$ cat src/sv/irpw_pkg.sv
// Package for the IR pulse-width key decoder: item types, register map,
// sequencer states, frame constants and key codes. No dependencies.
package irpw_pkg;

	// Duration store geometry.
	localparam int BufferDepth = 121;
	localparam int IdxW = $clog2(BufferDepth);
	localparam int DurW = 16;
	localparam int CodeW = 32;

	// A frame is checked once more than this many durations are held.
	localparam int FrameMin = 33;

	// Scan counter: step 0 issues the first read, steps 1 and 2 check the
	// header entries, and steps 3 to 34 shift in the 32 code bits.
	localparam int ScanW = 6;
	localparam logic [ScanW-1:0] ScanFirst = 6'd0;
	localparam logic [ScanW-1:0] ScanLead = 6'd1;
	localparam logic [ScanW-1:0] ScanGap = 6'd2;
	localparam logic [ScanW-1:0] ScanLast = 6'd34;

	localparam logic [7:0] CountMax = 8'hFF;
	localparam logic [7:0] ByteInv = 8'hFF;

	// Register reset values.
	localparam logic [DurW-1:0] LeadMinRst = 16'd500;
	localparam logic [DurW-1:0] GapLowRst = 16'd2000;
	localparam logic [DurW-1:0] GapHighRst = 16'd3000;
	localparam logic [DurW-1:0] ZeroLowRst = 16'd450;
	localparam logic [DurW-1:0] ZeroHighRst = 16'd650;
	localparam logic [DurW-1:0] OneLowRst = 16'd1070;
	localparam logic [DurW-1:0] OneHighRst = 16'd1170;

	// Known frame codes.
	localparam logic [CodeW-1:0] KeyCode1 = 32'hb847ff00;
	localparam logic [CodeW-1:0] KeyCode2 = 32'hbb44ff00;
	localparam logic [CodeW-1:0] KeyCode3 = 32'hf807ff00;
	localparam logic [CodeW-1:0] KeyCode4 = 32'he916ff00;
	localparam logic [CodeW-1:0] KeyCode5 = 32'hf30cff00;

	// Key event codes.
	localparam logic [2:0] KeyNone = 3'd0;
	localparam logic [2:0] KeyEv1 = 3'd1;
	localparam logic [2:0] KeyEv2 = 3'd2;
	localparam logic [2:0] KeyEv3 = 3'd3;
	localparam logic [2:0] KeyEv4 = 3'd4;
	localparam logic [2:0] KeyEv5 = 3'd5;

	// Register indexes.
	typedef enum logic [2:0] {
		CfgLeadMin  = 3'd0,
		CfgGapLow   = 3'd1,
		CfgGapHigh  = 3'd2,
		CfgZeroLow  = 3'd3,
		CfgZeroHigh = 3'd4,
		CfgOneLow   = 3'd5,
		CfgOneHigh  = 3'd6
	} cfg_reg_t;

	typedef enum logic [1:0] {
		SeqIdle,
		SeqScan,
		SeqEval,
		SeqFin
	} seq_state_t;

	typedef struct packed {
		logic            kind;
		logic [DurW-1:0] duration;
	} evt_item_t;

	typedef struct packed {
		logic [2:0]       key_event;
		logic [CodeW-1:0] code;
		logic [7:0]       command;
		logic [7:0]       address;
	} key_item_t;

	typedef struct packed {
		logic [DurW-1:0] lead_min;
		logic [DurW-1:0] gap_low;
		logic [DurW-1:0] gap_high;
		logic [DurW-1:0] zero_low;
		logic [DurW-1:0] zero_high;
		logic [DurW-1:0] one_low;
		logic [DurW-1:0] one_high;
	} cfg_t;

	typedef struct packed {
		logic [DurW-1:0] lo;
		logic [DurW-1:0] hi;
	} window_t;

	typedef struct packed {
		logic in_a;
		logic in_b;
		logic le_a;
	} win_res_t;

	// Result handed from the sequencer to the output register.
	typedef struct packed {
		logic             done;
		logic             busy;
		logic [2:0]       key_event;
		logic [CodeW-1:0] code;
	} seq_res_t;

endpackage

$ cat src/sv/irpw_ram.sv
// Generic simple dual-port RAM with one write port and a registered read port.
// Standalone; no package dependencies.
module irpw_ram #(
	parameter int Width = 16,
	parameter int Depth = 121
) (
	input  logic                     clk,
	input  logic                     we,
	input  logic [$clog2(Depth)-1:0] waddr,
	input  logic [Width-1:0]         wdata,
	input  logic [$clog2(Depth)-1:0] raddr,
	output logic [Width-1:0]         rdata
);

	logic [Width-1:0] mem_q [Depth];

	// Write port and registered read port.
	always_ff @(posedge clk) begin
		if (we) begin
			mem_q[waddr] <= wdata;
		end
		rdata <= mem_q[raddr];
	end

endmodule

$ cat src/sv/irpw_win.sv
// Shared window compare unit: tests one duration against two inclusive windows.
// Depends on irpw_pkg.
module irpw_win (
	input  logic [irpw_pkg::DurW-1:0] val,
	input  irpw_pkg::window_t         win_a,
	input  irpw_pkg::window_t         win_b,
	output irpw_pkg::win_res_t        res
);

	logic ge_a;
	logic ge_b;
	logic le_b;

	// Four magnitude compares, combined into window hits.
	always_comb begin
		ge_a = (val >= win_a.lo);
		res.le_a = (val <= win_a.hi);
		ge_b = (val >= win_b.lo);
		le_b = (val <= win_b.hi);
		res.in_a = ge_a && res.le_a;
		res.in_b = ge_b && le_b;
	end

endmodule

$ cat src/sv/irpw_seq.sv
// Sequencer of the IR decoder: duration store, write index, press count and
// the bit scan over the shared window unit. Depends on irpw_pkg, irpw_ram, irpw_win.
module irpw_seq (
	input  logic                 clk,
	input  logic                 arst_n,
	input  logic                 evt_valid,
	output logic                 evt_stall,
	input  irpw_pkg::evt_item_t  evt_item,
	input  irpw_pkg::cfg_t       cfg,
	input  logic                 out_free,
	output irpw_pkg::seq_res_t   res
);

	irpw_pkg::seq_state_t state_q;
	irpw_pkg::seq_state_t state_d;

	logic [irpw_pkg::IdxW-1:0]  wr_idx_q;
	logic [irpw_pkg::IdxW-1:0]  wr_idx_nxt;
	logic [irpw_pkg::IdxW-1:0]  rd_addr;
	logic [irpw_pkg::ScanW-1:0] scan_q;
	logic [7:0]                 press_q;
	logic [irpw_pkg::CodeW-1:0] code_q;
	logic [irpw_pkg::CodeW-1:0] acc_q;
	logic [irpw_pkg::CodeW-1:0] code_new;
	logic [2:0]                 ev_q;
	logic [2:0]                 ev_new;
	logic                       hdr_ok_q;
	logic                       void_q;
	logic                       accept;
	logic                       is_frame;
	logic                       ram_we;
	logic                       seq_done;
	logic [irpw_pkg::DurW-1:0]  rd_data;
	irpw_pkg::window_t          win_a;
	irpw_pkg::window_t          win_b;
	irpw_pkg::win_res_t         wres;

	// The block takes an item only while the sequencer is idle.
	assign evt_stall = (state_q != irpw_pkg::SeqIdle);
	assign accept = evt_valid && (state_q == irpw_pkg::SeqIdle);

	// Write index advance with wrap at the store depth.
	assign wr_idx_nxt = (wr_idx_q == irpw_pkg::IdxW'(irpw_pkg::BufferDepth - 1)) ?
		'0 : wr_idx_q + 1'b1;
	assign is_frame = (wr_idx_nxt > irpw_pkg::IdxW'(irpw_pkg::FrameMin));
	assign ram_we = accept && !evt_item.kind;

	// Read address follows the scan step; the last step only consumes data.
	assign rd_addr = (scan_q == irpw_pkg::ScanLast) ? '0 : irpw_pkg::IdxW'(scan_q);

	irpw_ram #(
		.Width(irpw_pkg::DurW),
		.Depth(irpw_pkg::BufferDepth)
	) u_store (
		.clk  (clk),
		.we   (ram_we),
		.waddr(wr_idx_q),
		.wdata(evt_item.duration),
		.raddr(rd_addr),
		.rdata(rd_data)
	);

	// Window selection for the entry arriving from the store.
	always_comb begin
		win_a = '{lo: cfg.zero_low, hi: cfg.zero_high};
		win_b = '{lo: cfg.one_low, hi: cfg.one_high};
		if (scan_q == irpw_pkg::ScanLead) begin
			win_a = '{lo: '0, hi: cfg.lead_min};
		end else if (scan_q == irpw_pkg::ScanGap) begin
			win_a = '{lo: cfg.gap_low, hi: cfg.gap_high};
		end
	end

	irpw_win u_win (
		.val  (rd_data),
		.win_a(win_a),
		.win_b(win_b),
		.res  (wres)
	);

	// Decoded code and key event; four keys fire only on the first press.
	always_comb begin
		code_new = void_q ? '0 : acc_q;
		ev_new = irpw_pkg::KeyNone;
		if (code_new == irpw_pkg::KeyCode1 && press_q == '0) begin
			ev_new = irpw_pkg::KeyEv1;
		end else if (code_new == irpw_pkg::KeyCode2 && press_q == '0) begin
			ev_new = irpw_pkg::KeyEv2;
		end else if (code_new == irpw_pkg::KeyCode3) begin
			ev_new = irpw_pkg::KeyEv3;
		end else if (code_new == irpw_pkg::KeyCode4 && press_q == '0) begin
			ev_new = irpw_pkg::KeyEv4;
		end else if (code_new == irpw_pkg::KeyCode5 && press_q == '0) begin
			ev_new = irpw_pkg::KeyEv5;
		end
	end

	// State register.
	always_ff @(posedge clk or negedge arst_n) begin
		if (!arst_n) begin
			state_q <= irpw_pkg::SeqIdle;
		end else begin
			state_q <= state_d;
		end
	end

	// Next state and result strobe.
	always_comb begin
		state_d = state_q;
		seq_done = 1'b0;
		case (state_q)
			irpw_pkg::SeqIdle: begin
				if (accept) begin
					if (evt_item.kind || !is_frame) begin
						state_d = irpw_pkg::SeqFin;
					end else begin
						state_d = irpw_pkg::SeqScan;
					end
				end
			end
			irpw_pkg::SeqScan: begin
				if (scan_q == irpw_pkg::ScanLast) begin
					state_d = irpw_pkg::SeqEval;
				end
			end
			irpw_pkg::SeqEval: begin
				state_d = irpw_pkg::SeqFin;
			end
			irpw_pkg::SeqFin: begin
				if (out_free) begin
					seq_done = 1'b1;
					state_d = irpw_pkg::SeqIdle;
				end
			end
			default: begin
				state_d = irpw_pkg::SeqIdle;
			end
		endcase
	end

	assign res.done = seq_done;
	assign res.busy = (state_q != irpw_pkg::SeqIdle);
	assign res.key_event = ev_q;
	assign res.code = code_q;

	// Persistent decoder state: index, press count, last code, event.
	always_ff @(posedge clk or negedge arst_n) begin
		if (!arst_n) begin
			wr_idx_q <= '0;
			press_q <= '0;
			code_q <= '0;
			ev_q <= irpw_pkg::KeyNone;
		end else if (accept) begin
			ev_q <= irpw_pkg::KeyNone;
			if (evt_item.kind) begin
				wr_idx_q <= '0;
				press_q <= '0;
			end else begin
				wr_idx_q <= wr_idx_nxt;
			end
		end else if (state_q == irpw_pkg::SeqEval && hdr_ok_q) begin
			code_q <= code_new;
			ev_q <= ev_new;
			if (ev_new != irpw_pkg::KeyNone && press_q != irpw_pkg::CountMax) begin
				press_q <= press_q + 1'b1;
			end
		end
	end

	// Scan datapath: header checks, then one code bit per step, LSB first.
	always_ff @(posedge clk) begin
		if (accept) begin
			scan_q <= irpw_pkg::ScanFirst;
			hdr_ok_q <= 1'b1;
			void_q <= 1'b0;
		end else if (state_q == irpw_pkg::SeqScan) begin
			scan_q <= scan_q + 1'b1;
			if (scan_q == irpw_pkg::ScanLead) begin
				if (wres.le_a) begin
					hdr_ok_q <= 1'b0;
				end
			end else if (scan_q == irpw_pkg::ScanGap) begin
				if (!wres.in_a) begin
					hdr_ok_q <= 1'b0;
				end
			end else if (scan_q != irpw_pkg::ScanFirst) begin
				acc_q <= {!wres.in_a, acc_q[irpw_pkg::CodeW-1:1]};
				if (!wres.in_a && !wres.in_b) begin
					void_q <= 1'b1;
				end
			end
		end
	end

endmodule

$ cat src/sv/ir_pulse_width_key_decoder_core.sv
// Top level of the IR pulse-width key decoder: configuration registers,
// output register and the sequencer. Depends on irpw_pkg and irpw_seq.
//
// Usage:
// The evt channel carries one item per captured edge (kind 0, with the
// duration in timer ticks) or per timer overflow (kind 1). Every item gives
// exactly one item on the key channel: the key event it raised, the last
// decoded code and its checked command and address bytes.
// An edge that completes a frame (more than 33 durations held) starts a
// scan of the stored header and 32 bit durations through one shared window
// compare unit, one stored entry per cycle from the duration RAM's read
// port. Such an item passes the scan, evaluate and finish states before its
// result is loaded; any other item goes straight to finish. evt_stall stays
// high while an item is in work, so no new item is taken before it is done.
// A result waits in the output register while key_stall is high; the next
// evt item is still accepted and is held at its end until the register frees.
// Reset clears the write index, press count, last code and output valid,
// and loads the register defaults; the duration RAM is not cleared.
// Registers are written through cfg_valid/cfg_ready, which is always ready;
// write them only while the block is idle.
module ir_pulse_width_key_decoder_core (
	input  logic                     clk,
	input  logic                     arst_n,
	input  logic                     evt_valid,
	output logic                     evt_stall,
	input  irpw_pkg::evt_item_t      evt_item,
	output logic                     key_valid,
	input  logic                     key_stall,
	output irpw_pkg::key_item_t      key_item,
	input  logic                     cfg_valid,
	output logic                     cfg_ready,
	input  logic [2:0]               cfg_index,
	input  logic [irpw_pkg::DurW-1:0] cfg_data
);

	irpw_pkg::cfg_t     cfg_q;
	irpw_pkg::seq_res_t seq_res;
	logic               out_free;
	logic [7:0]         b0;
	logic [7:0]         b1;
	logic [7:0]         b2;
	logic [7:0]         b3;

	assign cfg_ready = 1'b1;

	// Configuration registers.
	always_ff @(posedge clk or negedge arst_n) begin
		if (!arst_n) begin
			cfg_q.lead_min <= irpw_pkg::LeadMinRst;
			cfg_q.gap_low <= irpw_pkg::GapLowRst;
			cfg_q.gap_high <= irpw_pkg::GapHighRst;
			cfg_q.zero_low <= irpw_pkg::ZeroLowRst;
			cfg_q.zero_high <= irpw_pkg::ZeroHighRst;
			cfg_q.one_low <= irpw_pkg::OneLowRst;
			cfg_q.one_high <= irpw_pkg::OneHighRst;
		end else if (cfg_valid && cfg_ready) begin
			case (cfg_index)
				irpw_pkg::CfgLeadMin:  cfg_q.lead_min <= cfg_data;
				irpw_pkg::CfgGapLow:   cfg_q.gap_low <= cfg_data;
				irpw_pkg::CfgGapHigh:  cfg_q.gap_high <= cfg_data;
				irpw_pkg::CfgZeroLow:  cfg_q.zero_low <= cfg_data;
				irpw_pkg::CfgZeroHigh: cfg_q.zero_high <= cfg_data;
				irpw_pkg::CfgOneLow:   cfg_q.one_low <= cfg_data;
				irpw_pkg::CfgOneHigh:  cfg_q.one_high <= cfg_data;
				default: begin
				end
			endcase
		end
	end

	irpw_seq u_seq (
		.clk      (clk),
		.arst_n   (arst_n),
		.evt_valid(evt_valid),
		.evt_stall(evt_stall),
		.evt_item (evt_item),
		.cfg      (cfg_q),
		.out_free (out_free),
		.res      (seq_res)
	);

	// The output register can load when empty or being drained.
	assign out_free = !key_valid || !key_stall;

	// Byte split of the code for the inverse-pair checks.
	assign b0 = seq_res.code[7:0];
	assign b1 = seq_res.code[15:8];
	assign b2 = seq_res.code[23:16];
	assign b3 = seq_res.code[31:24];

	// Output valid flag.
	always_ff @(posedge clk or negedge arst_n) begin
		if (!arst_n) begin
			key_valid <= 1'b0;
		end else if (seq_res.done) begin
			key_valid <= 1'b1;
		end else if (!key_stall) begin
			key_valid <= 1'b0;
		end
	end

	// Output payload register.
	always_ff @(posedge clk) begin
		if (seq_res.done) begin
			key_item.key_event <= seq_res.key_event;
			key_item.code <= seq_res.code;
			key_item.command <= ((b2 ^ b3) == irpw_pkg::ByteInv) ? b2 : '0;
			key_item.address <= ((b0 ^ b1) == irpw_pkg::ByteInv) ? b0 : '0;
		end
	end

	// A result is only produced when the output register is free to take it.
	assert property (@(posedge clk) disable iff (!arst_n)
		seq_res.done |-> (!key_valid || !key_stall))
	else $error("result produced while output register is held");

	// An accepted item keeps the sequencer busy in the next cycle.
	assert property (@(posedge clk) disable iff (!arst_n)
		(evt_valid && !evt_stall) |=> seq_res.busy)
	else $error("sequencer not busy after an accepted item");

	// A key event always comes with one of the known codes.
	assert property (@(posedge clk) disable iff (!arst_n)
		(key_valid && key_item.key_event != irpw_pkg::KeyNone) |->
		(key_item.code == irpw_pkg::KeyCode1 || key_item.code == irpw_pkg::KeyCode2 ||
		 key_item.code == irpw_pkg::KeyCode3 || key_item.code == irpw_pkg::KeyCode4 ||
		 key_item.code == irpw_pkg::KeyCode5))
	else $error("key event without a matching code");

	// A nonzero address is always the low byte of the code.
	assert property (@(posedge clk) disable iff (!arst_n)
		(key_valid && key_item.address != '0) |-> (key_item.address == key_item.code[7:0]))
	else $error("address does not match the code");

endmodule
$ cat config.mk
export PLATFORM = sky130hd
export DESIGN_NAME = ir_pulse_width_key_decoder_core
export DESIGN_NICKNAME = d
export VERILOG_FILES = /design/src/sv/irpw_pkg.sv /design/src/sv/irpw_ram.sv /design/src/sv/irpw_win.sv /design/src/sv/irpw_seq.sv /design/src/sv/ir_pulse_width_key_decoder_core.sv
export SDC_FILE = /design/constraint.sdc
export NUM_CORES = 1
export LEC_CHECK = 0
export BUFFER_PORTS_ARGS = -buffer_cell sky130_fd_sc_hd__clkbuf_2
export CAP_MARGIN = 25
export CORE_MARGIN = 4
export CORE_UTILIZATION = 45
export CTS_BUF_LIST = sky130_fd_sc_hd__clkbuf_4 sky130_fd_sc_hd__clkbuf_8
export CTS_CLUSTER_DIAMETER = 100
export DETAILED_ROUTE_END_ITERATION = 10
export PLACE_DENSITY_LB_ADDON = 0.12
export SYNTH_ARGS = -nofsm -noshare
export SYNTH_HDL_FRONTEND = slang
export SYNTH_SLANG_ARGS = --single-unit
$ cat constraint.sdc
create_clock -name clk -period 6 [get_ports clk]
set_clock_uncertainty 0.2 [all_clocks]
set_input_delay 0.6 -clock clk [delete_from_list [all_inputs] [get_ports clk]]
set_output_delay 0.6 -clock clk [all_outputs]
set_load 0.01 [all_outputs]
==> implementation parameters, run 1 <==
Parameter                              Value

Synthesis
  Post-synth ARST share    0.127
  Sequential fraction of the synthesis area    0.710
  EDFF count, synth    1107
  Number of warning messages in the yosys log    0
  Post-synthesis instance total    slightly below 4000
  Compound-cell area share of the yosys netlist    0.0936
  Average cell area after synthesis    around 14 um^2
  Area fraction in and, or, nand and nor cells after synthesis    0.0918
  Post-Synthesis Net Count    around 4000
  Summed instance area of the synthesized netlist    about 53000 um^2
  Ys flop type    sky130_fd_sc_hd__edfxtp_1
  Mux contribution to synthesized area    0.0585
  Post-synthesis register bit count    1296
  Distinct cell type count of the synthesized netlist    75
  Share of synthesized cell area in full adder, half adder and majority cells    0.0181
  Share of the synthesized netlist area taken by xor and xnor gates    0.00345
  Main combinational cell family by area after synthesis    compound AO/OA/AOI/OAI gates

Worst setup path
  Startpoint-to-endpoint class of the critical path    register to register
  Critical path required time    approximately 6700 ps
  Worst path top cell family by delay    simple AND/OR/NAND/NOR gates
  Worst-path maximum fanout    between 50 and 60
  Worst reg2reg path startpoint    u_seq.scan_q[0]
  Worst setup path startpoint    u_seq.scan_q[0]
  Data arrival at the endpoint of the critical path    5270 ps
  Slowest cell on crit path    sky130_fd_sc_hd__nor2_4
  Biggest cell delay along the critical path    840 ps
  Worst-path cell chain    inv_2, ha_1, or4b_1, nor2_4, buf_4, buf_4, nor3_1, o22ai_1, o41ai_1, o32ai_1, buf_2, a311o_1
  Endpoint kind of the worst setup timing path    register
  Critical path buffers and inverters    4
  CP dominant cell by count    sky130_fd_sc_hd__buf_4
  Category of the worst setup path launch point    register

GRT
  Vias in the first global route    ~33000
  Number of antenna violations at the first check in global routing    6
  GRT Overall Usage    0.249
  Wire length of the first global-routing pass    between 200 and 250 mm
  Pin count of the biggest net entering global routing    between 150 and 200
  Sum of overflow across all layers after global routing    0

CTS
  Clock sinks    between 1000 and 1500
  Hold buffer count at CTS    20
  Number of setup buffers added after CTS    0
  CTS max path bufs    3
  Number of clock buffers inserted by TritonCTS    roughly 210
  CTS root buf    sky130_fd_sc_hd__clkbuf_8
  Post_cts resized    0
  H-Tree Level Count    4
  TritonCTS clock tree    yes
  Worst-skew pair later-pin latency    between 900 and 1000 ps
  Clock edge transition at the registers on the reported setup and hold paths    70 ps

Cells and area
  Total number of nets in the final design    between 4000 and 5000
  Commonest non-fill, non-tap cell in the layout    sky130_fd_sc_hd__edfxtp_1
  Fraction of final layout cells with drive strength greater than 1    0.203
  Commonest cells after routing, fill and taps aside    sky130_fd_sc_hd__edfxtp_1 (1107), sky130_fd_sc_hd__nand2_1 (412), sky130_fd_sc_hd__a21oi_1 (313), sky130_fd_sc_hd__nor2_1 (255), sky130_fd_sc_hd__o21ai_0 (241)
  Final cell area excluding filler cells    60900 um^2
  Area delta synth->final    14.2%

Timing
  Post-Route Setup TNS    0 ps
  Minimum clock period    4630 ps
  Worst-case headroom to the max-slew limit    0.216
  Number of pins exceeding their max-slew limit in the final report    0
  Hold Vio Cnt, Final    0
  Final setup violation count    0
  Unrepaired setup endpoints after global routing    no
  Fmax    roughly 220 MHz
  Final Cycle Share    0.771
  Measured slew at the worst slew-check pin    approximately 1200 ps

Drt
  Post-DR vias/cell    5.85
  Total routed wirelength    approximately 160 mm
  Detailed-route wire length per cell    approximately 27 um
  Final ANT Viol Nets    0
  First-pass iteration count of the detailed router    5
  Post-detailed-route DRC marker count    0
  Via count    34284
  Starting DRC count in detailed routing    ~3500

Floorplanning
  Boundary pin count    95
  Die ar.    between 100000 and 150000 um^2
  Overall die height    352 um
  Effective utilization at floorplan    0.452
  Width of the die    approximately 350 um
  Number of rows in the core area    approximately 130
  Standard cell core area    roughly 120000 um^2

Pwr
  Leakage dissipation    between 20 and 25 nW
  Worst-case vdd ir drop    0.244 mV
  Power density of the placed cells    ~420 nW/um^2

Place
  Number of port buffers    93
  Final estimated routing congestion in global placement    approximately 0.84
  Detailed placement HPWL    93.5 mm
  DP Area    roughly 56000 um^2

Status
  Run status    finished, final reports clean

Min path
  Worst Hold Launch    evt_item[16]
  Worst hold path class    primary input to register

Job
  Max-cap violations    0
-- where the power goes --
group / leakage, nW / internal (mW) / switching (mW)
Sequential: 12.2 / 10.5 / 0.573
Combinational: 6.91 / 2.33 / 4.49
Clock: 2.26 / 4.15 / 3.53
-- synthesized netlist by cell type (43+ instances only) --
master / instances / share of area
sky130_fd_sc_hd__edfxtp_1: 1107 / 0.62
sky130_fd_sc_hd__nor3_1: 82 / 0.0077
sky130_fd_sc_hd__nand3_1: 71 / 0.0067
sky130_fd_sc_hd__nand2b_1: 43 / 0.0050
sky130_fd_sc_hd__nor4_1: 54 / 0.0063
sky130_fd_sc_hd__clkbuf_1: 154 / 0.011
sky130_fd_sc_hd__mux2_2: 141 / 0.030
sky130_fd_sc_hd__nand2_1: 413 / 0.029
sky130_fd_sc_hd__o21ai_0: 241 / 0.023
sky130_fd_sc_hd__dfrtp_1: 129 / 0.061
sky130_fd_sc_hd__a21oi_1: 314 / 0.029
sky130_fd_sc_hd__mux2i_1: 124 / 0.023
sky130_fd_sc_hd__ha_1: 77 / 0.018
sky130_fd_sc_hd__nor2_1: 287 / 0.020
sky130_fd_sc_hd__inv_1: 44 / 0.0031
sky130_fd_sc_hd__o221ai_1: 51 / 0.0084
-- final timing paths --
check / endpoint / slack [ps] / depth (start not counted)
worst max-delay path: u_seq.u_store.rdata[1] / 1370 / 12
worst min-delay path: u_seq.wr_idx_q[5] / 110 / 2
worst max register to register: u_seq.u_store.rdata[1] / 1370 / 12
worst min register to register: u_seq.acc_q[14] / 260 / 0
max in group asynchronous: cfg_q[36] / 4630 / 3
min in group asynchronous: u_seq.code_q[24] / 200 / 3
-- layout make-up --
| type | instances | area, um^2 |
|---|---|---|
| inverter | 45 | 169 |
| clock buffer | 321 | 3880 |
| sequential | 1296 | 37900 |
| fill | 10180 | 57000 |
| multi-input combinational | 2296 | 14400 |
| timing repair buffer | 298 | 2280 |
| clock inverter | 69 | 349 |
| tap | 1536 | 1920 |
| antenna | 2 | 5.00 |
-- through the flow --
| step | setup slack [ps] | hold slack (ps) | instances | total power [mW] | utilization |
|---|---|---|---|---|---|
| finish | 1370 | 111 | 5863 | 25.5 | 0.516 |
| floorplan | 925 | 104 | 3878 | 15.4 | - |
| global route | 1240 | 62.1 | 5862 | 26.9 | 0.516 |
| detailed placement | 1420 | 218 | 5448 | 18.0 | 0.478 |
| CTS | 1390 | 5.11 | 5858 | 25.7 | 0.516 |
| global placement | 1100 | 219 | 5429 | 17.9 | 0.476 |
-- cells by family after synthesis --
logic type                 count (synthesis)
and+or+nand+nor                         1081
other                                      1
AOI/OAI and AO/OA                        838
buffers and inverters                    286
DFF                                     1296
muxes                                    278
xor gates and xnor gates                  21
adders and majority gates                 77
-- layer usage --
metal / share of wire / track usage
met3: 0.076 / 0.0485
met2: 0.46 / 0.397
met4: 0.033 / 0.0880
met5: 0.00025 / 0
met1: 0.43 / 0.344
-- worst reg2reg max path, stage by stage (launching register included) --
cell                      delay, ps
sky130_fd_sc_hd__dfxtp_4        510
sky130_fd_sc_hd__inv_2          130
sky130_fd_sc_hd__ha_1           160
sky130_fd_sc_hd__or4b_1         670
sky130_fd_sc_hd__nor2_4         840
sky130_fd_sc_hd__buf_4          380
sky130_fd_sc_hd__buf_4          280
sky130_fd_sc_hd__nor3_1          80
sky130_fd_sc_hd__o22ai_1        450
sky130_fd_sc_hd__o41ai_1        230
sky130_fd_sc_hd__o32ai_1        250
sky130_fd_sc_hd__buf_2          260
sky130_fd_sc_hd__a311o_1        140
-- registers in the layout, indices dropped and copies added, names as in the netlist --
register             flops
u_seq.u_store.rdata     16
u_seq.scan_q             6
u_seq.ev_q               3
u_seq.press_q            8
cfg_q                  112
u_seq.code_q            32
u_seq.state_q            2
u_seq.hdr_ok_q           1
u_seq.acc_q             32
u_seq.void_q             1
key_item                51
u_seq.wr_idx_q           7
key_valid                1
u_seq.u_store.mem_q   1024
No activity file was read; power rests on OpenSTA's default activity.
==> run 2, diff against run 1 <==
--- a/config.mk
+++ b/config.mk
@@ -5,6 +5,7 @@
 export SDC_FILE = /design/constraint.sdc
 export NUM_CORES = 1
 export LEC_CHECK = 0
+export ABC_AREA = 1
 export BUFFER_PORTS_ARGS = -buffer_cell sky130_fd_sc_hd__clkbuf_2
 export CAP_MARGIN = 25
 export CORE_MARGIN = 4
==> constraint.sdc (replaced) <==
create_clock -name clk -period 3.9 [get_ports clk]
set_clock_uncertainty 0.2 [all_clocks]
set_input_delay 0.39 -clock clk [delete_from_list [all_inputs] [get_ports clk]]
set_output_delay 0.39 -clock clk [all_outputs]
set_load 0.01 [all_outputs]
==> run 2 against run 1 <==
Net effect: register-to-register slack worse by 770 ps; die area is 0.71% higher; global-route usage fell by 1.7 points; the run now ends with antenna rules left; worst hold slack lost 71 ps; routed wire length is 7.0% lower; critical endpoint is now u_seq.void_q; final area increased by 0.48%; highest routed layer is now met4.
==> implementation parameters, run 2 <==
Parameter                              Value

GRT
  Wire length of the first global-routing pass    218 mm (-4.9%)
  Number of antenna violations at the first check in global routing    4 (-2)
  GRT Overall Usage    0.232 (-0.0171)
  Pin count of the biggest net entering global routing    159 (+2.6%)
  Sum of overflow across all layers after global routing    0 (unchanged)
  Vias in the first global route    34108 (+2.0%)

Synthesis
  Number of warning messages in the yosys log    0 (unchanged)
  Ys flop type    sky130_fd_sc_hd__edfxtp_1
  Top area cells in the synthesized netlist    sky130_fd_sc_hd__edfxtp_1 (62%), sky130_fd_sc_hd__nor2_1 (6.1%), sky130_fd_sc_hd__dfrtp_1 (6.0%), sky130_fd_sc_hd__o21ai_0 (5.1%), sky130_fd_sc_hd__nand2_1 (3.9%)
  Cell with the most instances after synthesis    sky130_fd_sc_hd__edfxtp_1
  Summed instance area of the synthesized netlist    53700 um^2 (+0.73%)
  Average cell area after synthesis    11.4 um^2 (-17%)
  Most frequent cells after synthesis    sky130_fd_sc_hd__edfxtp_1 (1107), sky130_fd_sc_hd__nor2_1 (866), sky130_fd_sc_hd__nand2_1 (555)
  Library cell with the largest summed area after synthesis    sky130_fd_sc_hd__edfxtp_1
  Post-Synthesis Net Count    4838 (+21%)
  EDFF count, synth    1107 (unchanged)
  Post-synthesis instance total    4720 (+22%)
  Distinct cell type count of the synthesized netlist    46 (-39%)
  Sequential fraction of the synthesis area    0.705 (-0.00513)
  Yosys top cell area share    0.619 (-0.00450)
  Post-synth ARST share    0.127 (unchanged)
  Post-synthesis register bit count    1296 (unchanged)

Timing
  Post-Route Setup TNS    0 ps (unchanged)
  Number of pins exceeding their max-slew limit in the final report    0 (unchanged)
  Final setup violation count    0 (unchanged)
  Unrepaired setup endpoints after global routing    no
  Worst-case headroom to the max-slew limit    0.310 (+0.0940)
  Minimum clock period    3300 ps (-1330 ps)
  Hold Vio Cnt, Final    0 (unchanged)
  Measured slew at the worst slew-check pin    1030 ps (-141 ps)
  Final-layout worst hold slack    39.6 ps (-71.0 ps)
  Final Cycle Share    0.846 (+0.0750)
  Fmax    303 MHz (+40%)

Cells and area
  Area delta synth->final    13.9%
  # fillers    10410 (+2.3%)
  Fraction of final layout cells with drive strength greater than 1    0.129 (-0.0742)
  Number of flip-flops under the largest register name    1024 (unchanged)
  Commonest cells after routing, fill and taps aside    sky130_fd_sc_hd__edfxtp_1 (1107), sky130_fd_sc_hd__nor2_1 (856), sky130_fd_sc_hd__nand2_1 (552), sky130_fd_sc_hd__o21ai_0 (548), sky130_fd_sc_hd__inv_1 (403)
  Commonest non-fill, non-tap cell in the layout    sky130_fd_sc_hd__edfxtp_1
  Largest Register    u_seq.u_store.mem_q
  Layout Cells excl Fill    6698 (+14%)
  Total number of nets in the final design    5095 (+19%)
  Storage cell area    37900 um^2 (about the same)
  Final cell area excluding filler cells    61200 um^2 (+0.48%)
  Biggest registers after layout    u_seq.u_store.mem_q x1024, cfg_q x112, key_item x51
  Multi-input combinational cell area    13300 um^2 (-7.2%)

Worst setup path
  Startpoint-to-endpoint class of the critical path    register to register
  Worst-path maximum fanout    32 (-38%)
  Category of the worst setup path launch point    register
  Data arrival at the endpoint of the critical path    3890 ps (-1380 ps)
  Endpoint kind of the worst setup timing path    register
  Critical path required time    4490 ps (-2160 ps)

Min path
  Worst hold path class    primary input to register

Pwr
  Fraction of power consumed by the clock network    0.296 (-0.005)
  Power density of the placed cells    646 nW/um^2 (+54%)
  Worst-case vdd ir drop    0.484 mV (+98%)
  Leakage dissipation    23.3 nW (+9.4%)
  Switching part of the total    0.352 (+0.0156)
  Switching pwr    13.9 mW (+62%)
  Final Power    39.5 mW (+55%)
  Combinational share of power    0.272 (+0.005)
  Relative contribution of sequential cells to total power    0.432 (about the same)
  Cell-internal power    25.6 mW (+51%)

Floorplanning
  Overall die height    354 um (+0.35%)
  Boundary pin count    95 (unchanged)
  Number of rows in the core area    126 (unchanged)
  Die ar.    125000 um^2 (+0.71%)
  Standard cell core area    118000 um^2 (+0.27%)
  Effective utilization at floorplan    0.454 (+0.00207)
  Width of the die    354 um (+0.35%)

CTS
  Clock edge transition at the registers on the reported setup and hold paths    60 ps (about the same)
  Clock sinks    1296 (unchanged)
  Number of setup buffers added after CTS    0 (unchanged)
  H-Tree Level Count    4 (unchanged)
  CTS root buf    sky130_fd_sc_hd__clkbuf_8
  TritonCTS clock tree    yes
  CTS max path bufs    3 (unchanged)
  Number of clock buffers inserted by TritonCTS    212 (-0.93%)
  Worst-skew pair later-pin latency    950 ps (+40 ps)

Place
  DP Area    56500 um^2 (+0.15%)
  Number of port buffers    93 (unchanged)
  Detailed placement HPWL    83.6 mm (-11%)
  Final estimated routing congestion in global placement    0.877 (+4.9%)
  Dpl cells    6257 (+15%)

Drt
  Detailed-route wire length per cell    21.9 um (-19%)
  Via count    35140 (+2.5%)
  Post-DR vias/cell    5.25 (-10%)
  Final ANT Viol Nets    1 (+1)
  Total routed wirelength    146 mm (-7.0%)
  Detailed-routed wire length on met2    70.4 mm (-3.5%)
  First-pass iteration count of the detailed router    7 (+2)
  Post-detailed-route DRC marker count    0 (unchanged)
  Highest routed layer    met4
  Starting DRC count in detailed routing    3177 (-10%)
  Detailed-route wire length on metal 1    64.5 mm (-4.2%)
  Amount of wire on met3 after detailed routing    8.15 mm (-32%)

Status
  Failing checks    antenna rules
  Run status    finished, violations left

Job
  Max-cap violations    0 (unchanged)
## run 2: stage by stage
step,utilization,setup slack (ps)
2_1_floorplan,-,182
3_3_place_gp,0.477,565
3_5_place_dp,0.478,568
4_1_cts,0.516,552
5_1_grt,0.517,221
6_report,0.518,600
## run 2: critical path: stages, from the launching register on
cell and delay [ps]:
sky130_fd_sc_hd__dfxtp_4 340, sky130_fd_sc_hd__buf_4 210, sky130_fd_sc_hd__ha_1 230, sky130_fd_sc_hd__nand3_1 90, sky130_fd_sc_hd__buf_4 320, sky130_fd_sc_hd__inv_1 310, sky130_fd_sc_hd__nor2_1 150, sky130_fd_sc_hd__o21ai_0 100
sky130_fd_sc_hd__ha_1 300, sky130_fd_sc_hd__nand2_1 70, sky130_fd_sc_hd__inv_1 50, sky130_fd_sc_hd__nand3_1 80, sky130_fd_sc_hd__nor3_1 220, sky130_fd_sc_hd__nand3_1 110, sky130_fd_sc_hd__nand3_1 140, sky130_fd_sc_hd__nand2_1 90
sky130_fd_sc_hd__nand3b_1 80, sky130_fd_sc_hd__a21oi_1 60
## run 2: final cells by class
cell class / count / area share
diodes: 10 / 0.000409
clock buffers: 315 / 0.0620
clock inverters: 74 / 0.00642
inverters: 411 / 0.0253
multi-input cells: 2775 / 0.218
flip-flops and latches: 1296 / 0.619
well taps: 1536 / 0.0314
repair buffers: 281 / 0.0370
## run 2: power by group through the flow
stage	logic, mW	registers (mW)	clock network [mW]
2_1_floorplan	7.08	16.9	0
3_5_place_dp	10.8	17.4	0
6_report	10.8	17.1	11.7
3_3_place_gp	10.7	17.4	0
4_1_cts	10.9	17.1	11.9
5_1_grt	12.1	17.2	12.6
## run 2: per-layer routing
layer	GRT usage	vias up
met5	0	-
met4	0.0719	0
met3	0.0405	212
met2	0.384	933
met1	0.314	17091
li1	-	16904
## run 2: path summary, 6_finish.rpt
kind | from | endpoint | slack [ps] | cells after the start
max in group asynchronous | arst_n | cfg_q[72] | 2630 | 4
setup / recovery | u_seq.scan_q[0] | u_seq.void_q | 600 | 17
min in group asynchronous | arst_n | cfg_q[49] | 430 | 3
hold / removal | evt_item[10] | u_seq.u_store.mem_q[60][10] | 40 | 1
setup reg to reg | u_seq.scan_q[0] | u_seq.void_q | 600 | 17
hold reg to reg | u_seq.acc_q[2] | u_seq.acc_q[1] | 250 | 0
## run 2: repair_timing
action                    in CTS  in global routing
hold buffers                  35                  3
gates resized for setup        0                  0
hold endpoints to repair     589                 28
## run 2: kinds of logic after synthesis
family          synth area share
buf+inv                   0.0478
flops                      0.705
xor+xnor                 0.00147
other cells            0.0000698
compound gates            0.0905
simple gates               0.137
fa+ha+maj                 0.0179
